$ cat config.mk
export PLATFORM = sky130hd
export DESIGN_NAME = beacon_frequency_detector_unit
export DESIGN_NICKNAME = d
export VERILOG_FILES = /design/src/sv/bfd_pkg.sv /design/src/sv/beacon_frequency_detector_unit.sv
export SDC_FILE = /design/constraint.sdc
export NUM_CORES = 1
export LEC_CHECK = 0
export CAP_MARGIN = 20
export CORE_MARGIN = 2
export CORE_UTILIZATION = 70
export DETAILED_ROUTE_END_ITERATION = 10
export DONT_BUFFER_PORTS = 1
export HOLD_SLACK_MARGIN = 0.05
export PLACE_DENSITY = 0.85
export SLEW_MARGIN = 20
export SYNTH_ARGS = -nofsm -noshare
export SYNTH_HDL_FRONTEND = slang
export SYNTH_SLANG_ARGS = --single-unit
$ cat constraint.sdc
create_clock -name i_clk -period 9.13 [get_ports i_clk]
set_input_delay 2.739 -clock i_clk [delete_from_list [all_inputs] [get_ports i_clk]]
set_output_delay 2.739 -clock i_clk [all_outputs]
set_load 0.02 [all_outputs]
$ cat src/sv/bfd_pkg.sv
// ----------------------------------------------------------------------------
// Beacon frequency detector package
// Field widths, register indexes and reset values shared by the detector.
// ----------------------------------------------------------------------------
`default_nettype none

package bfd_pkg;

    // Field widths.
    localparam int TIME_W  = 32;
    localparam int CLK_W   = 25;
    localparam int EDGE_W  = 5;
    localparam int HZ_W    = 16;
    localparam int SUM_W   = TIME_W + 3;
    localparam int DIV_W   = TIME_W + EDGE_W;
    localparam int CNT_W   = 6;
    localparam int IDX_W   = 8;

    // Configuration register indexes.
    localparam logic [IDX_W-1:0] REG_TIMER_CLOCK = 8'd0;
    localparam logic [IDX_W-1:0] REG_EDGES       = 8'd1;
    localparam logic [IDX_W-1:0] REG_TARGET      = 8'd2;
    localparam logic [IDX_W-1:0] REG_TOLERANCE   = 8'd3;

    // Register reset values.
    localparam logic [CLK_W-1:0]  RST_TIMER_CLOCK = 25'd78125;
    localparam logic [EDGE_W-1:0] RST_EDGES       = 5'd16;
    localparam logic [HZ_W-1:0]   RST_TARGET      = 16'd1427;
    localparam logic [HZ_W-1:0]   RST_TOLERANCE   = 16'd50;

    // Smoothing divisor; the old value is weighted by one less than this.
    localparam logic [3:0] SMOOTH_DIV = 4'd6;

endpackage

`default_nettype wire

$ cat src/sv/beacon_frequency_detector_unit.sv
// ----------------------------------------------------------------------------
// Beacon frequency detector unit
// Measures the period between capture timestamps, smooths it, converts it to
// a frequency with a bit-serial divider and flags a beacon inside a window.
// ----------------------------------------------------------------------------
// Sequence from the accepting edge: straight to the output on the first edge,
// through the frequency divider on the seeding edge, and afterwards through 35
// steps of the divide-by-6 shifter and 25 steps of the frequency divider (one
// quotient bit per cycle each); a zero divisor skips the frequency divider.
// A new capture is taken only once the last result is in the output register;
// a stalled result holds the sequencer. Reset: synchronous active-low, restores
// register defaults and forgets the previous edge and the smoothed period.
`default_nettype none

module beacon_frequency_detector_unit
    import bfd_pkg::*;
(
    input  wire logic              i_clk,
    input  wire logic              i_rst_n,
    // Capture channel
    input  wire logic              i_in_valid,
    output logic                   o_in_ready,
    input  wire logic [TIME_W-1:0] i_capture_time,
    // Result channel
    output logic                   o_out_valid,
    input  wire logic              i_out_ready,
    output logic                   o_freq_valid,
    output logic [CLK_W-1:0]       o_frequency_hz,
    output logic                   o_beacon_detected,
    // Configuration channel
    input  wire logic              i_cfg_valid,
    output logic                   o_cfg_ready,
    input  wire logic [IDX_W-1:0]  i_cfg_index,
    input  wire logic [CLK_W-1:0]  i_cfg_data
);

    // Sequencer states.
    localparam logic [2:0] ST_IDLE = 3'd0;
    localparam logic [2:0] ST_MUL5 = 3'd1;
    localparam logic [2:0] ST_SUM  = 3'd2;
    localparam logic [2:0] ST_DIV6 = 3'd3;
    localparam logic [2:0] ST_PREP = 3'd4;
    localparam logic [2:0] ST_DIVF = 3'd5;
    localparam logic [2:0] ST_DONE = 3'd6;

    // Configuration registers.
    logic [CLK_W-1:0]  r_timer_clock;
    logic [EDGE_W-1:0] r_edges;
    logic [HZ_W-1:0]   r_target;
    logic [HZ_W-1:0]   r_tolerance;

    // Measurement state.
    logic [TIME_W-1:0] r_last_time;
    logic              r_have_last;
    logic [TIME_W-1:0] r_smooth;
    logic              r_seeded;

    // Sequencer and datapath registers.
    logic [2:0]        r_state;
    logic [CNT_W-1:0]  r_cnt;
    logic [TIME_W-1:0] r_period;
    logic [SUM_W-1:0]  r_sum;
    logic [2:0]        r_rem6;
    logic [TIME_W-1:0] r_quo6;
    logic [DIV_W-1:0]  r_divisor;
    logic [CLK_W-1:0]  r_dvd;
    logic [CLK_W-1:0]  r_remf;
    logic [CLK_W-1:0]  r_freq;
    logic              r_item_valid;

    // Output register.
    logic              r_out_valid;
    logic              r_out_fvalid;
    logic [CLK_W-1:0]  r_out_freq;
    logic              r_out_det;

    logic              in_xfer;
    logic              out_free;
    logic [TIME_W-1:0] period;
    logic [3:0]        part6;
    logic              ge6;
    logic [CLK_W:0]    partf;
    logic              gef;
    logic [CLK_W:0]    difff;
    logic [HZ_W-1:0]   win_lo;
    logic [HZ_W:0]     win_hi;
    logic              detect;

    assign o_in_ready  = (r_state == ST_IDLE);
    assign o_cfg_ready = 1'b1;
    assign in_xfer     = i_in_valid && o_in_ready;
    assign out_free    = !r_out_valid || i_out_ready;

    assign o_out_valid       = r_out_valid;
    assign o_freq_valid      = r_out_fvalid;
    assign o_frequency_hz    = r_out_freq;
    assign o_beacon_detected = r_out_det;

    // Period since the previous edge, wrapping modulo 2^32.
    assign period = i_capture_time - r_last_time;

    // One step of the divide-by-6: bring in the next sum bit.
    assign part6 = {r_rem6, r_sum[SUM_W-1]};
    assign ge6   = (part6 >= SMOOTH_DIV);

    // One step of the frequency divider: bring in the next clock bit.
    assign partf = {r_remf, r_dvd[CLK_W-1]};
    assign gef   = ({{(DIV_W-CLK_W-1){1'b0}}, partf} >= r_divisor);
    assign difff = partf - r_divisor[CLK_W:0];

    // Detection window, lower bound floored at zero.
    assign win_lo = (r_target > r_tolerance) ? (r_target - r_tolerance) : '0;
    assign win_hi = {1'b0, r_target} + {1'b0, r_tolerance};
    assign detect = r_item_valid
                    && (r_freq >= {{(CLK_W-HZ_W){1'b0}}, win_lo})
                    && (r_freq <= {{(CLK_W-HZ_W-1){1'b0}}, win_hi});

    // Configuration register writes.
    always_ff @(posedge i_clk) begin
        if (!i_rst_n) begin
            r_timer_clock <= RST_TIMER_CLOCK;
            r_edges       <= RST_EDGES;
            r_target      <= RST_TARGET;
            r_tolerance   <= RST_TOLERANCE;
        end else if (i_cfg_valid) begin
            case (i_cfg_index)
                REG_TIMER_CLOCK: r_timer_clock <= i_cfg_data;
                REG_EDGES:       r_edges       <= i_cfg_data[EDGE_W-1:0];
                REG_TARGET:      r_target      <= i_cfg_data[HZ_W-1:0];
                REG_TOLERANCE:   r_tolerance   <= i_cfg_data[HZ_W-1:0];
                default: begin
                end
            endcase
        end
    end

    // Control state of the sequencer and the measurement history.
    always_ff @(posedge i_clk) begin
        if (!i_rst_n) begin
            r_state     <= ST_IDLE;
            r_have_last <= 1'b0;
            r_seeded    <= 1'b0;
            r_last_time <= '0;
            r_smooth    <= '0;
            r_out_valid <= 1'b0;
        end else begin
            // A transfer empties the output register unless a new result is
            // loaded in the same cycle.
            if (r_out_valid && i_out_ready && (r_state != ST_DONE)) begin
                r_out_valid <= 1'b0;
            end
            case (r_state)
                ST_IDLE: begin
                    if (in_xfer) begin
                        r_last_time <= i_capture_time;
                        r_have_last <= 1'b1;
                        if (!r_have_last) begin
                            r_state <= ST_DONE;
                        end else if (!r_seeded) begin
                            r_smooth <= period;
                            r_seeded <= 1'b1;
                            r_state  <= ST_PREP;
                        end else begin
                            r_state <= ST_MUL5;
                        end
                    end
                end
                ST_MUL5: r_state <= ST_SUM;
                ST_SUM:  r_state <= ST_DIV6;
                ST_DIV6: begin
                    if (r_cnt == CNT_W'(SUM_W - 1)) begin
                        r_smooth <= {r_quo6[TIME_W-2:0], ge6};
                        r_state  <= ST_PREP;
                    end
                end
                ST_PREP: begin
                    if (r_smooth == '0 || r_edges == '0) begin
                        r_state <= ST_DONE;
                    end else begin
                        r_state <= ST_DIVF;
                    end
                end
                ST_DIVF: begin
                    if (r_cnt == CNT_W'(CLK_W - 1)) begin
                        r_state <= ST_DONE;
                    end
                end
                ST_DONE: begin
                    if (out_free) begin
                        r_out_valid <= 1'b1;
                        r_state     <= ST_IDLE;
                    end
                end
                default: r_state <= ST_IDLE;
            endcase
        end
    end

    // Datapath: shift registers and the serial dividers.
    always_ff @(posedge i_clk) begin
        case (r_state)
            ST_IDLE: begin
                r_period     <= period;
                r_item_valid <= r_have_last;
                r_freq       <= '0;
            end
            ST_MUL5: begin
                // Five times the smoothed period, without wrapping.
                r_sum <= {1'b0, r_smooth, 2'b00} + {3'b000, r_smooth};
            end
            ST_SUM: begin
                r_sum  <= r_sum + {3'b000, r_period};
                r_rem6 <= '0;
                r_cnt  <= '0;
            end
            ST_DIV6: begin
                r_rem6 <= ge6 ? 3'(part6 - SMOOTH_DIV) : part6[2:0];
                r_quo6 <= {r_quo6[TIME_W-2:0], ge6};
                r_sum  <= {r_sum[SUM_W-2:0], 1'b0};
                r_cnt  <= r_cnt + 1'b1;
            end
            ST_PREP: begin
                r_divisor <= {{EDGE_W{1'b0}}, r_smooth} * {{TIME_W{1'b0}}, r_edges};
                r_dvd     <= r_timer_clock;
                r_remf    <= '0;
                r_freq    <= '0;
                r_cnt     <= '0;
            end
            ST_DIVF: begin
                r_remf <= gef ? difff[CLK_W-1:0] : partf[CLK_W-1:0];
                r_freq <= {r_freq[CLK_W-2:0], gef};
                r_dvd  <= {r_dvd[CLK_W-2:0], 1'b0};
                r_cnt  <= r_cnt + 1'b1;
            end
            ST_DONE: begin
                if (out_free) begin
                    r_out_fvalid <= r_item_valid;
                    r_out_freq   <= r_freq;
                    r_out_det    <= detect;
                end
            end
            default: begin
            end
        endcase
    end

endmodule

`default_nettype wire

==> results.toml <==
[die]
dieArea_um2 = 40770
dieHeight_um = 201.9
coreArea_um2 = 38650
floorplan.initialDensity = 0.7094
die_x_um = 201.9
rows = 72
io_pins = 100

[clocking]
ctsHoldBuffers = 0
cts_tree = "done"
post_cts_resized = 0
cts_sinks = 379
cts_buffer_depth = 3
htreeDepth = 2
cts.clk_slew.worst_paths_ns = 0.06
cts-root-buf = "clkbuf_16"
clk_latency_ns = 0.57
cts_buffers = 41
postCtsSetupBuffers = 0

[synth]
netlist_instances = 3019
synth_flop_cell = "edfxtp_1"
synth_warnings = 0
synth_edf_count = 247
synth.cell_area_um2 = 27420
synth-async-reset-ratio = 0
synth-seq-area-share = 0.3669
yosys_register_bits = 379
syn_area_per_cell_um2 = 9.082
synth.distinct_cells = 87
synthesis.nets = 3417

[critical_path]
arrival_ns = 6.07
worstSetupPathType = "flop to flop"
cp_max_fo = 34
cp.required_ns = 9.55
r2r_start = "r_edges[2]"
critPathCaptureType = "flop"
crit_path_start_kind = "flop"
startpoint = "r_edges[2]"
regToRegSetupSlack_ns = 3.48

[pwr]
ir_worst_vdd_v = 0.0002421
p_leak_uw = 0.01262
p_per_area_nw_per_um2 = 291.9

[sta]
rsz0062_at_grt = "false"
maxSlewViolCount = 0
max_slew_margin = 0.2993
worst_pin_slew_ns = 1.050
fin_crit_ns = 5.647
fin_skew_ns = 0.02128
worst_slack_ns = 3.483
setup_viol = 0
period_share = 0.6185
tns_ns = 0
hold_viol = 0
max_freq_mhz = 177.1

[finish]
fin_cells = 3514
area_delta_synth_final_pct = 6.585
nNetsFinal = 3363
drive_gt1_frac = 0.04206
antennaDiodeCount = 0
final_util = 0.7562

[global_routing]
grt_pass1_vias = 22745
grt_max_degree = 85
grt_overflow = 0
busiest_layer = "met2"
grt_use_met2 = 0.5849
antenna_found_initial = 0
use_met1 = 0.3864
grt_pass1_wl_um = 109500
use_met3 = 0.04918
grt_usage = 0.3285

[route]
ant_nets = 0
vias_per_cell = 6.303
dr.pass1.iters = 5
wl_um = 65910
vias = 22147
drtIter0Drc = 1344
drc = 0
wire_per_inst_um = 18.76

[placement]
post-place-ws_ns = 3.468
dp_hpwl_um = 47280
placed_cells = 3440
routabilityCongestion = 0.9555
io_buffers = 0

[outcome]
outcome = "complete, no violations"

[hold_path]
worstHoldPathType = "flop to flop"
hp-start = "r_last_time[18]"

[job]
drv_cap = 0
[per-stage QoR]
step	cell area [um^2]	hold WS, ns	power (uW)
finish	29220	0.4530	8529
global route	29220	0.4677	9089
CTS	29220	0.4538	8484
detailed placement	27810	0.4350	6696
global placement	27810	0.4331	6523
floorplan	27420	0.4203	5736
[cells in the mapped netlist, drive strengths merged (15+ instances only)]
cell type,count,area (um^2)
nand2,443,1663
a21oi,290,1451
edfxtp,247,7417
ha,232,2903
inv,232,870.8
nor2,187,701.9
and2,140,875.8
dfxtp,132,2643
o21ai,118,594.3
clkbuf,104,390.4
xnor2,101,892.1
fa,96,1922
a21o,92,690.7
xor2,61,534.3
nand3,57,285.3
nor2b,37,231.5
nand2b,36,225.2
nor3,34,170.2
a211oi,32,245.2
mux2i,29,290.3
a31oi,27,175.2
and3,22,137.6
o211ai,22,178.9
o21a,19,142.6
o21bai,19,142.6
nor4,18,112.6
nand4,17,106.4
o31ai,15,112.6
[registers in the layout, indices dropped and copies added (netlist names), 3 cells and up]
| register | count |
|---|---|
| r_remf | 25 |
| r_state | 3 |
| r_smooth | 32 |
| r_target | 16 |
| r_sum | 35 |
| r_rem6 | 3 |
| r_dvd | 25 |
| r_freq | 25 |
| r_last_time | 32 |
| r_timer_clock | 25 |
| r_edges | 5 |
| r_cnt | 6 |
| o_frequency_hz | 25 |
| r_divisor | 37 |
| r_tolerance | 16 |
| r_quo6 | 31 |
| r_period | 32 |
[routing by layer]
layer	routed length, um	vias to the layer above
li1	-	10419
met5	0	-
met3	3849	208
met4	3202	0
met2	32680	784
met1	26180	10736
[cells by family after synthesis]
group,after synthesis,synth area share
other,1,0.0001368
flip-flops,379,0.3669
multiplexers,32,0.01182
AND/OR/NAND/NOR,1034,0.1763
buffers and inverters,351,0.04833
XOR/XNOR,162,0.05202
AO/OA/AOI/OAI,732,0.1685
adder cells (fa/ha/maj),328,0.1760
[worst max-delay path, cell delays in order, from the launching register on]
cell,delay (ns)
dfxtp_1,1.01
nand2_1,0.15
fa_1,0.49
fa_1,0.51
fa_1,0.55
inv_1,0.05
ha_1,0.34
o21ai_0,0.18
nor2_1,0.08
o21a_1,0.21
a21o_1,0.22
a31oi_2,0.30
o31ai_1,0.19
a221oi_1,0.44
o21bai_1,0.19
a2111oi_0,0.41
a311o_1,0.17
[power breakdown]
part	switching, uW	leakage [uW]	internal (uW)	total (uW)
Combinational	2340	0.00851	1510	3860
Sequential	433	0.00343	2490	2920
Clock	704	0.000675	1050	1750
Total	3480	0.0126	5050	8530
[cell usage in the layout (no fill, tap or decap), types with 18 or more instances in the layout]
master,Yosys,layout
a211oi_1,31,31
a21o_1,92,92
a21oi_1,290,287
a31oi_1,26,26
and2_1,140,139
and3_1,22,22
buf_4,1,20
clkbuf_16,0,42
dfxtp_1,132,127
edfxtp_1,247,247
fa_1,96,96
ha_1,232,232
inv_1,230,230
mux2i_1,29,29
nand2_1,443,442
nand2b_1,36,36
nand3_1,57,57
nor2_1,187,185
nor2b_1,37,36
nor3_1,34,31
nor4_1,18,18
o211ai_1,21,21
o21a_1,19,19
o21ai_0,107,107
o21bai_1,19,19
xnor2_1,100,100
xor2_1,61,61
[area by class of cell]
class | count | area [um^2]
fillers | 2638 | 9424
flip-flops and latches | 379 | 10070
clock buffers | 55 | 1140
well taps | 518 | 648.1
clock inverters | 19 | 265.3
inverters | 234 | 878.3
multi-input cells | 2289 | 16080
repair buffers | 20 | 150.1
[worst paths after layout]
kind / cells past startpoint / to
max: 16 / r_divisor[35]
min: 2 / r_last_time[18]
max reg2reg: 16 / r_divisor[35]
min reg2reg: 2 / r_last_time[18]
(Power assumes the default switching activity.)
